$ cat config.mk
export PLATFORM = sky130hd
export DESIGN_NAME = fpmd_front
export DESIGN_NICKNAME = d
export VERILOG_FILES = /design/src/hdl/fpmd_pkg.sv /design/src/hdl/fpmd_front.sv
export SDC_FILE = /design/constraint.sdc
export NUM_CORES = 2
export LEC_CHECK = 0
export ABC_AREA = 0
export BUFFER_PORTS_ARGS = -buffer_cell sky130_fd_sc_hd__buf_2
export CAP_MARGIN = 40
export CORE_MARGIN = 5
export CORE_UTILIZATION = 45
export DETAILED_ROUTE_END_ITERATION = 7
export MAX_ROUTING_LAYER = met4
export PLACE_DENSITY_LB_ADDON = 0.3
export SLEW_MARGIN = 20
export SYNTH_ARGS = -nofsm -noshare
export SYNTH_HDL_FRONTEND = slang
export SYNTH_SLANG_ARGS = --single-unit
$ cat constraint.sdc
create_clock -name clk -period 17.61 [get_ports clk]
set_input_delay 2.6415 -clock clk [delete_from_list [all_inputs] [get_ports clk]]
set_output_delay 2.6415 -clock clk [all_outputs]
set_load 0.02 [all_outputs]
$ cat src/hdl/fpmd_pkg.sv
package fpmd_pkg;

    localparam int WORD_W    = 32;
    localparam int FRAC_W    = 16;
    localparam int SAT_SHIFT = 14;
    // quotient below 2^31 once saturation is ruled out
    localparam int QUOT_W    = WORD_W - 1;
    localparam int DIV_STEPS = QUOT_W;
    localparam int FRONT_STAGES = 3;
    localparam int PIPE_LATENCY = FRONT_STAGES + DIV_STEPS + 1;

    localparam logic KIND_MUL = 1'b0;
    localparam logic KIND_DIV = 1'b1;

    localparam logic [WORD_W-1:0] SAT_POS = 32'h7FFF_FFFF;
    localparam logic [WORD_W-1:0] SAT_NEG = 32'h8000_0000;

    // one pipeline slot; for a multiply, rem holds the low partial product
    // and dvsr the high partial product until they are summed
    typedef struct packed {
        logic              kind;
        logic              neg;
        logic              sat;
        logic [WORD_W-1:0] dvsr;
        logic [WORD_W-1:0] rem;
        logic [QUOT_W-1:0] dq;
    } stage_t;

endpackage

$ cat src/hdl/fpmd_front.sv
module fpmd_front
    import fpmd_pkg::*;
(
    input  logic                     clk,
    input  logic                     rst_n,
    input  logic                     in_valid,
    input  logic                     kind,
    input  logic signed [WORD_W-1:0] operand_a,
    input  logic signed [WORD_W-1:0] operand_b,
    output logic                     out_valid,
    output stage_t                   out_stage
);

    logic              s1_valid_reg;
    logic              s1_kind_reg;
    logic              s1_neg_reg;
    logic [WORD_W-1:0] s1_ma_reg;
    logic [WORD_W-1:0] s1_mb_reg;
    logic [WORD_W-1:0] s1_ma_next;
    logic [WORD_W-1:0] s1_mb_next;

    logic              s2_valid_reg;
    stage_t            s2_reg;
    stage_t            s2_next;
    logic [47:0]       prod_lo;
    logic [47:0]       prod_hi;

    logic              s3_valid_reg;
    stage_t            s3_reg;
    stage_t            s3_next;

    // stage 1: magnitudes
    always_comb
    begin
        s1_ma_next = operand_a[WORD_W-1] ? WORD_W'(32'd0 - $unsigned(operand_a))
                                         : $unsigned(operand_a);
        s1_mb_next = operand_b[WORD_W-1] ? WORD_W'(32'd0 - $unsigned(operand_b))
                                         : $unsigned(operand_b);
    end

    // stage 2: partial products, saturation test, division setup
    always_comb
    begin
        prod_lo = 48'(s1_ma_reg) * 48'(s1_mb_reg[FRAC_W-1:0]);
        prod_hi = 48'(s1_ma_reg) * 48'(s1_mb_reg[WORD_W-1:FRAC_W]);
        s2_next.kind = s1_kind_reg;
        s2_next.neg  = s1_neg_reg;
        s2_next.sat  = (s1_ma_reg >> SAT_SHIFT) >= s1_mb_reg;
        if (s1_kind_reg == KIND_DIV)
        begin
            s2_next.dvsr = s1_mb_reg;
            s2_next.rem  = WORD_W'(s1_ma_reg[WORD_W-1:QUOT_W-FRAC_W]);
            s2_next.dq   = {s1_ma_reg[QUOT_W-FRAC_W-1:0], {FRAC_W{1'b0}}};
        end
        else
        begin
            s2_next.dvsr = prod_hi[WORD_W-1:0];
            s2_next.rem  = prod_lo[47:FRAC_W];
            s2_next.dq   = '0;
        end
    end

    // stage 3: product sum, divides pass through
    always_comb
    begin
        s3_next = s2_reg;
        if (s2_reg.kind == KIND_MUL)
        begin
            s3_next.rem = s2_reg.rem + s2_reg.dvsr;
        end
    end

    always_ff @(posedge clk or negedge rst_n)
    begin
        if (!rst_n)
        begin
            s1_valid_reg <= 1'b0;
            s2_valid_reg <= 1'b0;
            s3_valid_reg <= 1'b0;
        end
        else
        begin
            s1_valid_reg <= in_valid;
            s2_valid_reg <= s1_valid_reg;
            s3_valid_reg <= s2_valid_reg;
        end
    end

    always_ff @(posedge clk)
    begin
        s1_kind_reg <= kind;
        s1_neg_reg  <= operand_a[WORD_W-1] ^ operand_b[WORD_W-1];
        s1_ma_reg   <= s1_ma_next;
        s1_mb_reg   <= s1_mb_next;
        s2_reg      <= s2_next;
        s3_reg      <= s3_next;
    end

    assign out_valid = s3_valid_reg;
    assign out_stage = s3_reg;

endmodule

==> out/results.tsv <==
stage	metric	value	unit
die	Die Footprint	85800	µm²
clocking	CTS Hold Bufs	0	
clocking	Num Clock Sinks	233	
setup_path	Critical Path End	s2_reg[62]	
sta	FMAX	0.129	GHz
grt	vias in the first global route	28125	
sta	Final Setup Violations	0	
drt	vias per cell	5.20	
yosys	Yosys cell types	69	
grt	Global Route Usage Sum	23.9	%
yosys	Mapped Area	36000	µm²
grt	initial antenna violation count	4	
placement	Final Wtd Congestion	0.908	
clocking	post-CTS setup buffer count	0	
yosys	sequential cell area fraction in the yosys report	13.0	%
final_layout	synthesis-to-layout area growth	7.79	%
sta	final worst-path cycle share	44.2	%
setup_path	reg-to-reg startpoint	s1_ma_reg[16]	
grt	Overflow after GRT	0	
clocking	CTS tree	built	
grt	first-pass GRT wire length	158	mm
placement	Port Buf Inserts	150	
sta	Slew HR	41.2	%
outcome	status	completed	
setup_path	Setup crit start	s1_ma_reg[16]	
yosys	Most used DFF post-synth	dfxtp_1	
final_layout	Final nets	5105	
clocking	post-CTS sizing	0	
setup_path	R2R setup slack	9830	ps
drt	routed vias	26727	
yosys	Synth Register Bits	233	
clocking	Num CTS Buffers	29	
yosys	Simple-Gate Fraction of Synth Area	16.2	%
yosys	Synth Warn #	0	
min_path	Hold Crit Class	reg2reg	
setup_path	Max FO, Critical Path	21	
clocking	Longest Clk Path Bufs	3	
yosys	largest family of logic cells by synthesized area	adder cells	
drt	DRC	0	
yosys	number of synthesized flops with an enable pin	0	
sta	final hold viol count	0	
placement	Detail Placement HPWL	73.3	mm
setup_path	Critical Path AT	8290	ps
drt	DRT Wirelength	98.7	mm
sta	Clock Skews	30.0	ps
final_layout	layout cells sized above 1	7.41	%
clocking	clk root buf	clkbuf_16	
drt	TritonRoute pass-1 iters	5	
grt	largest net degree at the start of global routing	80	
die	Ports	167	
yosys	Post-Synth Adder-Cell Area	48.8	%
setup_path	Worst setup EP type	flop	
yosys	Post-Synth XOR/XNOR Area	3.96	%
drt	WL/cell	19.2	µm
yosys	Compound-Gate Fraction of Synth Area	6.35	%
yosys	multiplexer share of the synthesized area	0.337	%
run	max-cap violations	0	
drt	1st-iter DRT viols	1584	
clocking	clk slew on worst S/H paths	70	ps
die	Std-Cell Rows	103	
setup_path	R2R depth	24	
clocking	Clk Latency, worst-skew pair	610	ps
setup_path	WS Path Type	reg2reg	
sta	Slew Limit Fails	0	
sta	min cycle time layout	7780	ps
drt	Routed Antenna Nets	0	
setup_path	WP data required	18120	ps
die	Core Box Area	79100	µm²
yosys	Async SR Flop Fraction	1.29	%
yosys	Cells after Synth	4016	
yosys	Avg Cell Area, Syn	8.97	µm²
setup_path	Worst setup SP type	flop	
die	Die H	293	µm
setup_path	RR Endpoint	s2_reg[62]	
die	effective utilization at floorplan	45.5	%
die	die width	293	µm
sta	RSZ-0062 raised after global routing	no	
sta	setup_tns	0	ps
final_layout	Layout fillers	7593	
clocking	H-Tree Level Count	1	
sta	Worst-Margin Slew	872	ps
==> metal layers <==
| metal | wire length [µm] | GRT usage [%] | up-vias |
|---|---|---|---|
| li1 | - | - | 11989 |
| met1 | 43400 | 33.6 | 13587 |
| met2 | 44600 | 36.5 | 997 |
| met3 | 7680 | 4.08 | 154 |
| met4 | 3030 | 5.89 | 0 |
| met5 | 0 | - | - |
==> final cells by class <==
| class | instances | area, µm² | area share, % |
|---|---|---|---|
| antenna | 1 | 2.50 | 0.00644 |
| clock buffer | 34 | 764 | 1.97 |
| clock inverter | 20 | 225 | 0.580 |
| inverter | 851 | 3190 | 8.23 |
| multi-input combinational | 2729 | 27300 | 70.4 |
| sequential | 233 | 4690 | 12.1 |
| tap | 1050 | 1310 | 3.38 |
| timing repair buffer | 221 | 1320 | 3.39 |
==> worst max-delay path, stage by stage (launching register included) <==
cell       delay [ps]
dfxtp_1           820
buf_4             460
ha_1              220
inv_1              60
fa_1              490
fa_1              510
fa_1              520
inv_1              60
fa_1              450
fa_1              530
inv_1              50
fa_1              470
inv_1              40
ha_1              350
a21oi_1           170
nor2_1             60
a2111oi_0         380
o211ai_1          160
a311o_1           330
and2_1            220
a22oi_1           430
o21ai_0           190
and3_1            220
or3_1             340
a21oi_1           140
==> Yosys cell counts, drive strengths merged (3+ instances only) <==
| library cell | count | area share [%] |
|---|---|---|
| a211o | 7 | 0.17 |
| a211oi | 11 | 0.23 |
| a21boi | 3 | 0.063 |
| a21o | 55 | 1.1 |
| a21oi | 65 | 0.90 |
| a311oi | 4 | 0.097 |
| a31oi | 3 | 0.052 |
| and2 | 365 | 6.3 |
| and3 | 12 | 0.21 |
| buf | 19 | 0.36 |
| clkbuf | 199 | 2.1 |
| dfrtp | 3 | 0.21 |
| dfxtp | 230 | 13 |
| fa | 722 | 40 |
| ha | 250 | 8.7 |
| inv | 851 | 8.9 |
| mux2 | 9 | 0.28 |
| nand2 | 653 | 6.8 |
| nand2b | 21 | 0.41 |
| nand3 | 14 | 0.19 |
| nand4 | 9 | 0.16 |
| nor2 | 64 | 0.67 |
| nor2b | 10 | 0.17 |
| nor3 | 16 | 0.22 |
| nor3b | 5 | 0.10 |
| nor4 | 6 | 0.10 |
| nor4b | 4 | 0.097 |
| o211ai | 3 | 0.063 |
| o21a | 15 | 0.31 |
| o21ai | 111 | 1.5 |
| o21bai | 10 | 0.21 |
| o31a | 4 | 0.097 |
| o31ai | 27 | 0.60 |
| o41ai | 10 | 0.28 |
| or2 | 6 | 0.11 |
| or3 | 16 | 0.31 |
| or4 | 11 | 0.25 |
| xnor2 | 121 | 2.9 |
| xor2 | 42 | 1.0 |
==> worst min path at each step <==
stage	from	end	slack (ps)	cells past startpoint
after floorplan	s2_reg[16]	out_stage[16]	310	0
final	s2_reg[23]	out_stage[23]	310	0
after global placement	s2_reg[17]	out_stage[17]	310	0
after global routing	s2_reg[23]	out_stage[23]	310	0
after detailed placement	s2_reg[29]	out_stage[29]	310	0
after CTS	s2_reg[23]	out_stage[23]	300	0
==> per-stage QoR <==
step / hold WS [ps] / worst slack, ps / util (%) / area (µm²) / std cells
6_report: 313 / 9830 / 49.1 / 38800 / 5139
5_1_grt: 313 / 9490 / 49.1 / 38800 / 5138
4_1_cts: 303 / 9890 / 49.1 / 38800 / 5138
3_5_place_dp: 312 / 9910 / 47.8 / 37800 / 5084
3_3_place_gp: 311 / 10120 / 47.7 / 37800 / 5079
2_1_floorplan: 310 / 10990 / - / 36100 / 4031
==> cells by family (layout without fill, tap and decap cells) <==
logic type,after synthesis,count (layout)
buffers and inverters,1069,1126
and+or+nand+nor,1216,1216
DFF,233,233
AOI/OAI and AO/OA,351,351
xor gates and xnor gates,163,163
other,1,17
muxes,11,11
adders and majority gates,972,972
==> cell usage in the layout (no fill, tap or decap), types with 10 or more instances in the layout <==
cell / count
a21oi_1: 65
and2_1: 365
nor3_1: 16
nand2b_1: 19
dfxtp_1: 227
a21o_1: 55
conb_1: 16
o21ai_0: 109
clkbuf_16: 29
or3_1: 14
o21bai_1: 10
xor2_1: 42
o21a_1: 15
nand3_1: 14
fa_1: 722
buf_4: 66
ha_1: 250
xnor2_1: 121
o31ai_1: 26
nand2_1: 653
and3_1: 12
nor2_1: 64
buf_2: 151
a211oi_1: 11
inv_1: 851
nor2b_1: 10
Power is left out: the tool's default activity adds up to more than one toggle a clock period on the data nets, which glitch-free logic cannot reach.
