### config.mk
export PLATFORM = sky130hd
export DESIGN_NAME = fpmd_back
export DESIGN_NICKNAME = d
export VERILOG_FILES = /design/src/hdl/fpmd_pkg.sv /design/src/hdl/fpmd_back.sv
export SDC_FILE = /design/constraint.sdc
export NUM_CORES = 1
export LEC_CHECK = 0
export BUFFER_PORTS_ARGS = -buffer_cell sky130_fd_sc_hd__buf_2
export CAP_MARGIN = 20
export CORE_ASPECT_RATIO = 0.8
export CORE_MARGIN = 2
export CORE_UTILIZATION = 40
export DETAILED_ROUTE_END_ITERATION = 12
export PLACE_DENSITY = 0.77
export SLEW_MARGIN = 20
export SYNTH_ARGS = -nofsm -noshare
export SYNTH_HDL_FRONTEND = slang
export SYNTH_SLANG_ARGS = --single-unit
### constraint.sdc
create_clock -name clk -period 0.8 [get_ports clk]
set_clock_uncertainty 0.1 [all_clocks]
set_input_delay 0 -clock clk [delete_from_list [all_inputs] [get_ports clk]]
set_output_delay 0 -clock clk [all_outputs]
set_load 0.02 [all_outputs]
### src/hdl/fpmd_pkg.sv
package fpmd_pkg;

    localparam int WORD_W    = 32;
    localparam int FRAC_W    = 16;
    localparam int SAT_SHIFT = 14;
    // quotient below 2^31 once saturation is ruled out
    localparam int QUOT_W    = WORD_W - 1;
    localparam int DIV_STEPS = QUOT_W;
    localparam int FRONT_STAGES = 3;
    localparam int PIPE_LATENCY = FRONT_STAGES + DIV_STEPS + 1;

    localparam logic KIND_MUL = 1'b0;
    localparam logic KIND_DIV = 1'b1;

    localparam logic [WORD_W-1:0] SAT_POS = 32'h7FFF_FFFF;
    localparam logic [WORD_W-1:0] SAT_NEG = 32'h8000_0000;

    // one pipeline slot; for a multiply, rem holds the low partial product
    // and dvsr the high partial product until they are summed
    typedef struct packed {
        logic              kind;
        logic              neg;
        logic              sat;
        logic [WORD_W-1:0] dvsr;
        logic [WORD_W-1:0] rem;
        logic [QUOT_W-1:0] dq;
    } stage_t;

endpackage

### src/hdl/fpmd_back.sv
module fpmd_back
    import fpmd_pkg::*;
(
    input  logic                     clk,
    input  logic                     rst_n,
    input  logic                     in_valid,
    input  stage_t                   in_stage,
    output logic                     done,
    output logic signed [WORD_W-1:0] result_value
);

    logic              done_reg;
    logic [WORD_W-1:0] result_value_reg;
    logic [WORD_W-1:0] result_value_next;
    logic [WORD_W-1:0] mag;

    always_comb
    begin
        mag = (in_stage.kind == KIND_MUL) ? in_stage.rem : {1'b0, in_stage.dq};
        if (in_stage.kind == KIND_DIV && in_stage.sat)
        begin
            result_value_next = in_stage.neg ? SAT_NEG : SAT_POS;
        end
        else
        begin
            result_value_next = in_stage.neg ? WORD_W'(32'd0 - mag) : mag;
        end
    end

    always_ff @(posedge clk or negedge rst_n)
    begin
        if (!rst_n)
        begin
            done_reg <= 1'b0;
        end
        else
        begin
            done_reg <= in_valid;
        end
    end

    always_ff @(posedge clk)
    begin
        result_value_reg <= result_value_next;
    end

    assign done         = done_reg;
    assign result_value = $signed(result_value_reg);

endmodule

==> reports/results.tsv, run 1 <==
metric	value	unit
status	finished with violations	
violated checks	hold timing, setup timing	
unrepaired setup endpoints after global routing	true	
gr ovfl total	0	
Fillers	194	
worst rel slew slack	46.62	%
clock root buffer	clkbuf_8	
Main synth FF type	dfxtp_1	
share of cells above drive strength 1	67.04	%
max reg flops	32	
TritonCTS clock tree	done	
Vert. Die Dim	72.56	µm
Final nets	632	
n_diodes	0	
Syn Area/Cell	7.755	µm²
Net Count, Synth	405	
Finish-stage setup viols	65	
total CTS buffers	5	
Worst path top cell family by delay	buffers and inverters	
row cnt	24	
placed wire-length estimate	6506	µm
Fin Setup TNS	-28.94	ns
largest net degree at the start of global routing	23	
register area share after synthesis	28.33	%
first-pass GRT wire length	18890	µm
Synth Instances	303	
startpoint types	primary input	
DR vias/cell	6.824	
Synth Warn #	0	
vias in the first global route	3809	
WS Path Type	in -> reg	
WP buf/inv	10	
Min-Delay Path Class	in -> async	
WHS	-0.1321	ns
worst path required time	0.91	ns
slowest CP cell	or3_4	
ANT nets after route	0	
worst path cell trace	buf_6 > or3_4 > o22ai_4 > buf_4 > buf_6 > buf_6 > buf_6 > buf_6 > buf_6 > buf_6 > buf_6 > buf_6 > nand3b_1 > nand2_2 > xor2_1	
top cell type's share of synthesized area	27.26	%
Clock transition at path regs	0.07	ns
I/O Buffers	101	
num ports	134	
initial antenna violation count	0	
multi-input logic area	0.002062	mm²
Worst Max-Slew Pin Slew	0.7947	ns
Die W	89.69	µm
DIE AREA	0.006507	mm²
drc violations	0	
Distinct cells, synth	56	
post-DR wirelength/cell	27.58	µm
# hold bufs at CTS	5	
core area	0.005555	mm²
Peak supply drop	0.9526	mV
CP dominant cell by count	buf_6	
leading area contributor after synthesis	dfxtp_1	
final hold violation count	4	
starting density of the core	42.30	%
Post-synth EDFFs	0	
Final Max Tran Viols	0	
register area	704.4	µm²
Starting DRT DRC Count	749	
most instantiated cells after synthesis	nor2_1 (33), dfxtp_1 (32), a21oi_1 (30), nand2_1 (25), o21ai_0 (19)	
via count	4156	
Synth area leaders	dfxtp_1 (27%), a21oi_1 (6.4%), nor2_1 (5.3%)	
CP Depth	15	
Area Overhead vs Synth	114.5	%
Async SR Flop Fraction	3.030	%
Synth Cell Area	0.002350	mm²
crit path DAT	2.12	ns
Fmax achieved	497.6	MHz
drt pass-1 iters	10	
most frequent cell after synthesis	nor2_1	
Setup crit end kind	flop	
CTS Buffer Depth	2	
clock sink total	33	
fin crit share	251.2	%
Max Cap Viol	0	
Placer Congestion	0.9221	
critical path peak fanout	2	
drt total wl	16800	µm
Lkg Pwr	2.277	nW
Overall Global Routing Usage	38.47	%
CP max stage delay	0.42	ns
Final WS setup	-1.210	ns
htree depth	2	
Yosys reg bits	33	
Final min period	2.010	ns
total power divided by cell area	1235	mW/mm²
report_power, final:
part	switching, W	leakage [nW]	total, W	internal [W]
sequential	0.000113	0.282	0.00200	0.00189
combinational	0.00146	1.95	0.00286	0.00140
clock	0.000760	0.0450	0.00136	0.000604
cell families (layout without fill, tap and decap cells):
kind of cell               count (synthesis)  after routing  share of synthesized area [%]
AOI/OAI and AO/OA                         95             95                          25.77
DFF                                       33             33                          28.33
and+or+nand+nor                          116            116                          27.74
xor gates and xnor gates                  22             22                          8.200
adders and majority gates                  1              1                         0.5324
muxes                                     11             11                          4.899
buffers and inverters                     25            253                          4.526
per-stage QoR:
stage | cells | setup slack (ns) | area [µm²] | power, W | utilization, %
global route | 609 | -1.167 | 5040 | 0.006356 | 90.72
CTS | 589 | -1.026 | 4563 | 0.005519 | 82.14
floorplan | 303 | -1.837 | 2436 | 0.002852 | -
finish | 609 | -1.210 | 5040 | 0.006224 | 90.72
global placement | 557 | -1.500 | 3636 | 0.003680 | 65.45
detailed placement | 557 | -1.588 | 3636 | 0.003721 | 65.45
worst paths after layout:
path | endpoint | start | slack (ns)
worst max-delay path | result_value[8] | in_stage[37] | -1.21
worst min-delay path | done | rst_n | -0.13
max in group asynchronous | done | rst_n | 0.65
min in group clk | result_value[3] | in_stage[34] | -0.04
timing repair:
action	4_1_cts	5_1_grt
pin swaps	42	43
hold endpoints to repair	12	3
gates resized for setup	180	67
gates cloned	3	1
setup endpoints to repair	65	66
setup buffers	17	24
routing by layer:
layer  vias up  wire [µm]  GRT usage [%]
li1       1587          -              -
met1      1873       5618          42.67
met2       501       6901          60.95
met3       193       2469          12.63
met4         2       1763          28.19
met5         -         44              0
cell type report:
cell class                      count  area share, %
Inverter                            7         0.5214
Sequential cell                    33          13.98
Multi-Input combinational cell    245          40.91
Tap cell                           78          1.936
Timing Repair Buffer              238          41.01
Clock inverter                      2         0.1986
Clock buffer                        6          1.440
cell usage in the layout, fill, tap and decap left out, types with 4 or more instances in the layout:
master and count:
nand2_1 12, mux2i_1 7, o21ai_1 4, nor4b_4 5, xnor2_2 5, nand2_4 4
nand2_2 8, o21ai_2 10, o22ai_1 11, dfxtp_2 31, a21oi_1 25, buf_2 61
nor3_1 12, clkbuf_8 5, xnor2_1 7, buf_6 68, o211ai_1 5, dlygate4sd3_1 4
inv_1 6, xor2_1 10, buf_12 5, a31o_2 4, o21ai_0 6, nor4_1 4
nor2_1 32, nand3b_1 4, buf_4 93
Note: power is estimated with default switching activity, not from simulation.
==> inputs of run 2 (changes only) <==
--- a/config.mk
+++ b/config.mk
@@ -16,3 +16,4 @@
 export SYNTH_ARGS = -nofsm -noshare
 export SYNTH_HDL_FRONTEND = slang
 export SYNTH_SLANG_ARGS = --single-unit
+export TNS_END_PERCENT = 5
==> run 2 against run 1 <==
Against the previous run: the flow still finishes with violations (hold timing, setup timing); fmax increased by 6.8%; worst setup slack improved by 0.13 ns; sequential cell count unchanged; clock-buffer cell count unchanged; critical path depth decreased by 8; first-iteration DRC count decreased by 77%; largest cell class is now multi-input combinational cells.
==> reports/results.tsv, run 2 (synthesis gave the netlist of run 1 again) <==
metric	value	unit
status	finished with violations	
violated checks	hold timing, setup timing	
I/O Buffers	101	
Setup crit end kind	flop	
crit path DAT	1.96	ns
unrepaired setup endpoints after global routing	true	
Final nets	597	
Placer Congestion	0.9211	
via count	3199	
Clock transition at path regs	0.07	ns
Lkg Pwr	1.911	nW
Final WS setup	-1.082	ns
total power divided by cell area	1275	mW/mm²
share of cells above drive strength 1	57.46	%
drc violations	0	
starting density of the core	42.30	%
Max Used Layer	met4	
largest net degree at the start of global routing	21	
Fmax achieved	531.3	MHz
clock sink total	33	
pre-CTS WS	-1.617	ns
DIE AREA	0.006507	mm²
CTS Buffer Depth	2	
worst path required time	0.88	ns
worst rel slew slack	74.70	%
Final min period	1.882	ns
first-pass GRT wire length	14390	µm
DR vias/cell	5.573	
Area Overhead vs Synth	82.11	%
Finished Layout Cells	574	
core area	0.005555	mm²
fin crit share	235.3	%
placed wire-length estimate	6338	µm
Overall Global Routing Usage	28.49	%
Min-Delay Path Class	in -> reg	
WHS	-0.02568	ns
met2 wire length	4609	µm
Final Cell Area	0.004279	mm²
Finish-stage setup viols	65	
drt total wl	9552	µm
TritonCTS clock tree	done	
Worst Max-Slew Pin Slew	0.3756	ns
Die W	89.69	µm
Peak supply drop	0.7114	mV
final hold violation count	3	
max reg flops	32	
Final Max Tran Viols	0	
startpoint types	primary input	
placed cell areas	0.003623	mm²
Fillers	329	
Cells after DPL	561	
Starting DRT DRC Count	174	
Max Cap Viol	0	
total CTS buffers	5	
commonest non-fill, non-tap cell in the layout	buf_4	
vias in the first global route	3197	
critical path peak fanout	3	
gr ovfl total	0	
metal3 WL	780	µm
initial antenna violation count	0	
commonest non-fill, non-tap cells in the layout	buf_4 (92), buf_2 (67), buf_6 (37)	
clock root buffer	clkbuf_8	
num ports	134	
post-DR wirelength/cell	16.64	µm
n_diodes	0	
metal1 wirelength	3809	µm
Vert. Die Dim	72.56	µm
htree depth	2	
drt pass-1 iters	5	
row cnt	24	
WS Path Type	in -> reg	
ANT nets after route	0	
-- run 2: metal layers --
metal / up-vias / global-route usage [%]
met2: 195 / 49.10
met1: 1454 / 33.75
met5: - / 0
met3: 44 / 6.371
met4: 0 / 12.11
li1: 1506 / -
-- run 2: critical path, stage by stage --
cell and delay (ns):
buf_2 0.11, or4b_1 0.62, o32a_1 0.25, nor4b_2 0.31, nand2_1 0.12, mux2_4 0.30, o221a_1 0.24
-- run 2: final cells by class --
cell class / instances / area, µm² / share of cell area (%)
clock buffer: 6 / 72.57 / 1.696
clock inverter: 2 / 10.01 / 0.2339
inverter: 7 / 26.28 / 0.6140
multi-input combinational: 245 / 1821 / 42.54
sequential: 33 / 699.4 / 16.35
tap: 78 / 97.59 / 2.281
timing repair buffer: 203 / 1553 / 36.29
-- run 2: report_power, final --
group	leakage (nW)	internal [W]	total, W	switching [W]
combinational	1.58	0.00115	0.00224	0.00109
clock	0.0450	0.000603	0.00124	0.000636
sequential	0.282	0.00188	0.00197	0.0000929
-- run 2: per-stage QoR --
stage	util (%)	TNS [ns]	power, W
CTS	75.47	-21.25	0.005375
floorplan	-	-35.69	0.002849
global placement	65.23	-38.99	0.003674
detailed placement	65.23	-41.32	0.003705
finish	77.03	-21.81	0.005458
global route	77.03	-24.38	0.005716
-- run 2: path summary, 6_finish.rpt --
| path | slack [ns] | startpoint | cells after the start | to |
|---|---|---|---|---|
| min in group asynchronous | 0.01 | rst_n | 3 | done |
| hold / removal | -0.03 | in_stage[62] | 3 | result_value[31] |
| max in group asynchronous | 0.51 | rst_n | 3 | done |
| setup / recovery | -1.08 | in_stage[6] | 7 | result_value[28] |
-- run 2: timing repair --
item                                   in CTS  in global routing
gates resized for setup                   131                 31
endpoints found under the hold margin      10                  0
setup endpoints to repair                  65                 66
setup buffers                               2                  0
hold buffers                                3                  0
pin swaps                                  18                  7
