[src/hdl/fpmd_pkg.sv]
package fpmd_pkg;

    localparam int WORD_W    = 32;
    localparam int FRAC_W    = 16;
    localparam int SAT_SHIFT = 14;
    // quotient below 2^31 once saturation is ruled out
    localparam int QUOT_W    = WORD_W - 1;
    localparam int DIV_STEPS = QUOT_W;
    localparam int FRONT_STAGES = 3;
    localparam int PIPE_LATENCY = FRONT_STAGES + DIV_STEPS + 1;

    localparam logic KIND_MUL = 1'b0;
    localparam logic KIND_DIV = 1'b1;

    localparam logic [WORD_W-1:0] SAT_POS = 32'h7FFF_FFFF;
    localparam logic [WORD_W-1:0] SAT_NEG = 32'h8000_0000;

    // one pipeline slot; for a multiply, rem holds the low partial product
    // and dvsr the high partial product until they are summed
    typedef struct packed {
        logic              kind;
        logic              neg;
        logic              sat;
        logic [WORD_W-1:0] dvsr;
        logic [WORD_W-1:0] rem;
        logic [QUOT_W-1:0] dq;
    } stage_t;

endpackage

[src/hdl/fpmd_div_step.sv]
module fpmd_div_step
    import fpmd_pkg::*;
(
    input  logic   clk,
    input  logic   rst_n,
    input  logic   in_valid,
    input  stage_t in_stage,
    output logic   out_valid,
    output stage_t out_stage
);

    logic              valid_reg;
    stage_t            stage_reg;
    stage_t            stage_next;
    logic [WORD_W:0]   trial;
    logic [WORD_W:0]   diff;
    logic              fits;

    // one restoring step: bring down the next dividend bit, try a subtract
    always_comb
    begin
        trial = {in_stage.rem, in_stage.dq[QUOT_W-1]};
        diff  = trial - {1'b0, in_stage.dvsr};
        fits  = trial >= {1'b0, in_stage.dvsr};
        stage_next = in_stage;
        if (in_stage.kind == KIND_DIV)
        begin
            stage_next.rem = fits ? diff[WORD_W-1:0] : trial[WORD_W-1:0];
            stage_next.dq  = {in_stage.dq[QUOT_W-2:0], fits};
        end
    end

    always_ff @(posedge clk or negedge rst_n)
    begin
        if (!rst_n)
        begin
            valid_reg <= 1'b0;
        end
        else
        begin
            valid_reg <= in_valid;
        end
    end

    always_ff @(posedge clk)
    begin
        stage_reg <= stage_next;
    end

    assign out_valid = valid_reg;
    assign out_stage = stage_reg;

endmodule

[config.mk]
export PLATFORM = sky130hd
export DESIGN_NAME = fpmd_div_step
export DESIGN_NICKNAME = d
export VERILOG_FILES = /design/src/hdl/fpmd_pkg.sv /design/src/hdl/fpmd_div_step.sv
export SDC_FILE = /design/constraint.sdc
export NUM_CORES = 1
export LEC_CHECK = 0
export BUFFER_PORTS_ARGS = -buffer_cell sky130_fd_sc_hd__buf_2
export CAP_MARGIN = 20
export CORE_MARGIN = 1
export CORE_UTILIZATION = 40
export DETAILED_ROUTE_END_ITERATION = 10
export PLACE_DENSITY_LB_ADDON = 0.12
export SLEW_MARGIN = 30
export SYNTH_ARGS = -nofsm -noshare
export SYNTH_HDL_FRONTEND = slang
export SYNTH_SLANG_ARGS = --single-unit
[constraint.sdc]
create_clock -name clk -period 0.8 [get_ports clk]
set_clock_uncertainty 0.1 [all_clocks]
set_input_delay 0.12 -clock clk [delete_from_list [all_inputs] [get_ports clk]]
set_output_delay 0.12 -clock clk [all_outputs]
set_load 0.05 [all_outputs]
==> results of run 1 <==
-- cells in the mapped netlist, types with 6 or more instances --
| cell | count |
|---|---|
| clkbuf_1 | 21 |
| dfxtp_1 | 98 |
| nand4_1 | 10 |
| xor2_1 | 11 |
| nand3_1 | 30 |
| ha_1 | 32 |
| xnor2_1 | 9 |
| o21a_1 | 6 |
| nand2_1 | 22 |
| a21o_1 | 19 |
| mux2_2 | 30 |
| a21oi_1 | 24 |
| inv_1 | 45 |
| o221ai_1 | 7 |
| nor3_1 | 8 |
| nor2_1 | 45 |
| o21ai_0 | 35 |
| a31oi_1 | 27 |
-- registers in the layout, indices dropped and copies added (netlist names) --
register   flops
out_stage     98
out_valid      1
-- worst min-delay path by stage --
| stage | start | to | slack [ns] | cells after the start |
|---|---|---|---|---|
| after floorplan | rst_n | out_valid$_DFF_PN0_ | -0.28 | 0 |
| after global placement | rst_n | out_valid$_DFF_PN0_ | -0.21 | 1 |
| after detailed placement | rst_n | out_valid$_DFF_PN0_ | -0.20 | 1 |
| after CTS | in_stage[4] | out_stage[4]$_DFF_P_ | -0.11 | 2 |
| after global routing | in_stage[11] | out_stage[11]$_DFF_P_ | -0.10 | 2 |
| final | in_stage[5] | out_stage[5]$_DFF_P_ | -0.10 | 2 |
-- final cells by class --
| type | count | area, sq um |
|---|---|---|
| Clock buffer | 9 | 225 |
| Sequential cell | 99 | 2110 |
| Clock inverter | 7 | 93.8 |
| Tap cell | 168 | 210 |
| Timing Repair Buffer | 420 | 3960 |
| Inverter | 47 | 214 |
| Fill cell | 668 | 2020 |
| Multi-Input combinational cell | 376 | 3230 |
-- routing by layer --
layer | global-route usage | vias up
li1 | - | 2787
met1 | 0.322 | 2800
met4 | 0.136 | 0
met2 | 0.554 | 260
met5 | 0 | -
met3 | 0.0536 | 58
-- per-stage QoR --
step / setup slack (ns) / setup TNS (ns) / hold slack, ns
global placement: -2.02 / -66.72 / -0.205
floorplan: -1.78 / -51.85 / -0.276
global route: -1.80 / -79.67 / -0.102
detailed placement: -2.09 / -68.03 / -0.203
finish: -1.68 / -74.93 / -0.105
CTS: -1.65 / -72.28 / -0.107
-- repair_timing --
| action | CTS | global route |
|---|---|---|
| endpoints found under the setup margin | 132 | 135 |
| buffers inserted | 17 | 18 |
| hold endpoints to repair | 70 | 34 |
| pin swaps | 26 | 32 |
| gates resized for setup | 311 | 79 |
| gates cloned | 2 | 0 |
-- power breakdown --
group	leakage, nW	switching [W]	internal [W]
Clock	0.153	0.00226	0.00253
Sequential	0.838	0.000309	0.00547
Combinational	3.70	0.00388	0.00346
-- cell families after synthesis --
family | share of synthesized area
buffers and inverters | 0.0593
AND/OR/NAND/NOR | 0.131
AO/OA/AOI/OAI | 0.219
multiplexers | 0.0701
flip-flops | 0.401
adder cells (fa/ha/maj) | 0.0848
XOR/XNOR | 0.0353
-- worst max-delay path, cell delays in order --
cell and delay, ns:
buf_12 0.11, inv_12 0.04, ha_4 0.12, inv_2 0.04, fa_2 0.36, a211oi_2 0.27
o21ai_1 0.12, a21oi_2 0.17, o211ai_2 0.12, a2111oi_4 0.30, buf_4 0.19, buf_6 0.10
nor2_4 0.03, or3_1 0.33, nand4_1 0.07, o221ai_1 0.10
==> results.tsv, run 1 <==
metric	value	unit
post-route total power	0.0179	W
vias	5905	
Via density	5.24	
placed cells	1044	
initial antenna violation count	0	
fraction of layout cells with a size suffix above 1	0.650	
FF+latch count, synth	99	
failing checks	negative hold slack, negative setup slack	
clk slew on worst S/H paths	0.08	ns
WS Path Type	in -> reg	
n_diodes	0	
startpoint types	primary input	
Fmax	0.404	GHz
Highest Signal Layer	met4	
met3 wire length	1070	microns
Tcrit/Tclk final	3.10	
final-stage net count	1087	
FP Rows	40	
commonest non-fill, non-tap cell in the layout	buf_4	
dpl hpwl	12300	microns
Routed Antenna Nets	0	
Hold WS	-0.105	ns
WL/cell	18.4	microns
RSZ-0062 raised after global routing	yes	
Yosys Warn Count	0	
Routed WL	20700	microns
final hold vios	34	
Worst Hold Class	in -> reg	
synthesized instance count	550	
area leader, netlist	dfxtp_1	
Core ar.	12100	sq um
Area Growth Syn to Fin	102	%
syn_area_per_cell	9.02	sq um
first-pass GRT wire length	29600	microns
initial DRC count	316	
pwr/cell area	1790	nW/um^2
die width	113	microns
CP required	0.93	ns
Final Max Slew Viols	0	
clk sinks	99	
io pins	200	
DR WL met2	11000	microns
mapped cell area	4960	sq um
EDFF count, synth	0	
drt pass-1 iters	7	
relative slew slack	0.647	
DRC violations left	0	
asr flop ratio synth	0.0101	
fin crit period	2.48	ns
Synth area leaders	dfxtp_1 (40%), ha_1 (8.1%), mux2_2 (6.8%), o21ai_0 (3.5%), a31oi_1 (3.4%)	
number of port buffers	199	
Worst Path Arrival	2.61	ns
gr usage total	0.296	
most frequent cells in the layout	buf_4 (155), dfxtp_2 (98), buf_2 (88)	
max-cap violation count	0	
CP endpoint	out_stage[55]$_DFF_P_	
largest net degree at the start of global routing	24	
LEAKAGE	4.69	nW
Post-Syn Nets	684	
total gr overflow	0	
clock buffer depth	2	
Core Util, Final	0.832	
cts bufs inserted	9	
initial core utilization	0.411	
CTS tree	done	
status	finished, violations left	
post-route cell area	10000	sq um
Die ar.	12800	sq um
routed length on met1	7870	microns
Non-Filler Instances	1126	
Root Buffer	clkbuf_16	
endpoint class of the critical path	flip-flop	
Die H	113	microns
Setup violations, final	132	
Final WS setup	-1.68	ns
crit path from	in_stage[30]	
Seq/Total Area, Yosys	0.401	
gpl congestion	0.858	
Top FF cell, synth	dfxtp_1	
share of the synthesized area in the top cell type	0.396	
CP Max Fanout	4	
Hold Buf Count CTS	39	
vias in the first global route	5971	
peak supply drop	1170	uV
H-tree levels	3	
Slew @ Worst Pin	0.523	ns
Netlist cell types	58	
post-place instance area	7790	sq um
Note: power is estimated with default switching activity, not from simulation.
==> inputs of run 2 (changes only) <==
--- a/config.mk
+++ b/config.mk
@@ -10,7 +10,9 @@
 export CORE_MARGIN = 1
 export CORE_UTILIZATION = 40
 export DETAILED_ROUTE_END_ITERATION = 10
+export GPL_ROUTABILITY_DRIVEN = 1
 export PLACE_DENSITY_LB_ADDON = 0.12
+export SETUP_SLACK_MARGIN = 0.5
 export SLEW_MARGIN = 30
 export SYNTH_ARGS = -nofsm -noshare
 export SYNTH_HDL_FRONTEND = slang
==> results.tsv, run 2 (synthesis gave the netlist of run 1 again) <==
metric	value	unit
Final TNS setup	-78.97	ns
Fmax	0.388	GHz
final-stage net count	1058	
largest net degree at the start of global routing	30	
peak supply drop	1110	uV
gr usage total	0.338	
total gr overflow	0	
endpoint class of the critical path	flip-flop	
Core ar.	12100	sq um
Worst Path Arrival	2.74	ns
Die H	113	microns
DRC violations left	0	
register share of total power	0.316	
Final WS setup	-1.77	ns
clk sinks	99	
cts bufs inserted	9	
Slew @ Worst Pin	0.609	ns
Highest Signal Layer	met4	
LEAKAGE	4.71	nW
Die ar.	12800	sq um
switching share of total power	0.367	
gpl congestion	0.790	
fraction of layout cells with a size suffix above 1	0.690	
Hold WS	-0.232	ns
clock network fraction of total power	0.255	
stages on the worst setup path	15	
status	finished, violations left	
routed length on met1	9100	microns
first-pass GRT wire length	33500	microns
Worst Hold Class	in -> reg	
relative slew slack	0.593	
drt pass-1 iters	5	
vias in the first global route	6318	
Final Max Slew Viols	0	
max-cap violation count	0	
startpoint types	primary input	
post-place instance area	8070	sq um
clk slew on worst S/H paths	0.07	ns
WL/cell	22.2	microns
Setup violations, final	132	
commonest non-fill, non-tap cell in the layout	buf_4	
cell family with most CP delay	compound AO/OA/AOI/OAI gates	
CP Max Fanout	4	
pre-CTS setup slack	-2.06	ns
crit path cell chain	buf_12 > inv_12 > ha_4 > inv_2 > fa_2 > a211oi_4 > o21ai_2 > a21oi_2 > o211ai_2 > a2111oi_4 > buf_4 > nor4b_2 > o21a_1 > a211o_1 > a31oi_1	
Area Growth Syn to Fin	107	%
fin crit period	2.57	ns
Internal	0.0115	W
n_diodes	0	
Comb pwr share	0.430	
die width	113	microns
Tcrit/Tclk final	3.22	
number of port buffers	199	
CP required	0.97	ns
pwr/cell area	1760	nW/um^2
CP Buf/Inv Count	4	
Filler cells	587	
failing checks	negative hold slack, negative setup slack	
post-route total power	0.0181	W
initial antenna violation count	0	
max FFs per register	98	
H-tree levels	3	
dpl hpwl	12500	microns
Routed Antenna Nets	0	
initial DRC count	334	
Max stage delay on crit path	0.38	ns
WS Path Type	in -> reg	
vias	6157	
initial core utilization	0.411	
Via density	5.61	
clock buffer depth	2	
met3 wire length	1930	microns
FP Rows	40	
CTS tree	done	
Routed WL	24400	microns
most frequent cells in the layout	buf_4 (159), buf_8 (105), dfxtp_4 (98)	
sw power	0.00663	W
Root Buffer	clkbuf_16	
WHS Path Cells	1	
CP max stage cell	fa_2	
final hold vios	67	
Hold Buf Count CTS	1	
post-route cell area	10300	sq um
io pins	200	
DR WL met2	12100	microns
RSZ-0062 raised after global routing	yes	
run 2: changes by cell type in the layout (fill, tap and decap cells not counted), moves of 4 or more:
cell / before / now
mux2_4: 21 / 30
dlygate4sd3_1: 37 / 1
mux2_2: 9 / 0
buf_4: 155 / 159
buf_8: 85 / 105
buf_16: 1 / 6
dfxtp_4: 0 / 98
buf_6: 46 / 20
dfxtp_2: 98 / 0
run 2: final cells by class:
type | instances | area, sq um | share of cell area
Timing Repair Buffer | 391 | 3810 | 0.370
Multi-Input combinational cell | 376 | 3380 | 0.329
Sequential cell | 99 | 2360 | 0.229
Clock buffer | 9 | 225 | 0.0219
Inverter | 47 | 214 | 0.0208
Tap cell | 168 | 210 | 0.0205
Clock inverter | 7 | 80.1 | 0.00779
run 2: stage by stage:
step            util  std cells
6_report       0.852       1097
3_5_place_dp   0.669       1045
2_1_floorplan      -        550
3_3_place_gp   0.669       1045
5_1_grt        0.852       1097
4_1_cts        0.827       1082
run 2: power by group through the flow:
| stage | clock [W] | combinational [W] | sequential [W] |
|---|---|---|---|
| 4_1_cts | 0.00461 | 0.00710 | 0.00567 |
| 3_3_place_gp | 0 | 0.00567 | 0.00557 |
| 5_1_grt | 0.00490 | 0.00809 | 0.00574 |
| 3_5_place_dp | 0 | 0.00574 | 0.00558 |
| 2_1_floorplan | 0 | 0.00207 | 0.00722 |
| 6_report | 0.00460 | 0.00777 | 0.00571 |
run 2: metal layers:
| layer | GRT usage | vias up |
|---|---|---|
| met5 | 0 | - |
| met4 | 0.151 | 0 |
| met3 | 0.0745 | 119 |
| met2 | 0.612 | 383 |
| met1 | 0.379 | 2917 |
| li1 | - | 2738 |
run 2: what timing repair did:
item                                    CTS  global route
endpoints found under the hold margin    69            69
pin swaps                                41            40
endpoints found under the setup margin  163           163
setup buffers                            14            15
resized for setup                       387            38
cloned                                    6             0
run 2: path summary, 6_finish.rpt:
check                        startpoint  slack [ns]                    end
setup / recovery           in_stage[30]       -1.77  out_stage[59]$_DFF_P_
max in group asynchronous         rst_n        0.53    out_valid$_DFF_PN0_
hold / removal             in_stage[70]       -0.23  out_stage[70]$_DFF_P_
min in group asynchronous         rst_n       -0.02    out_valid$_DFF_PN0_
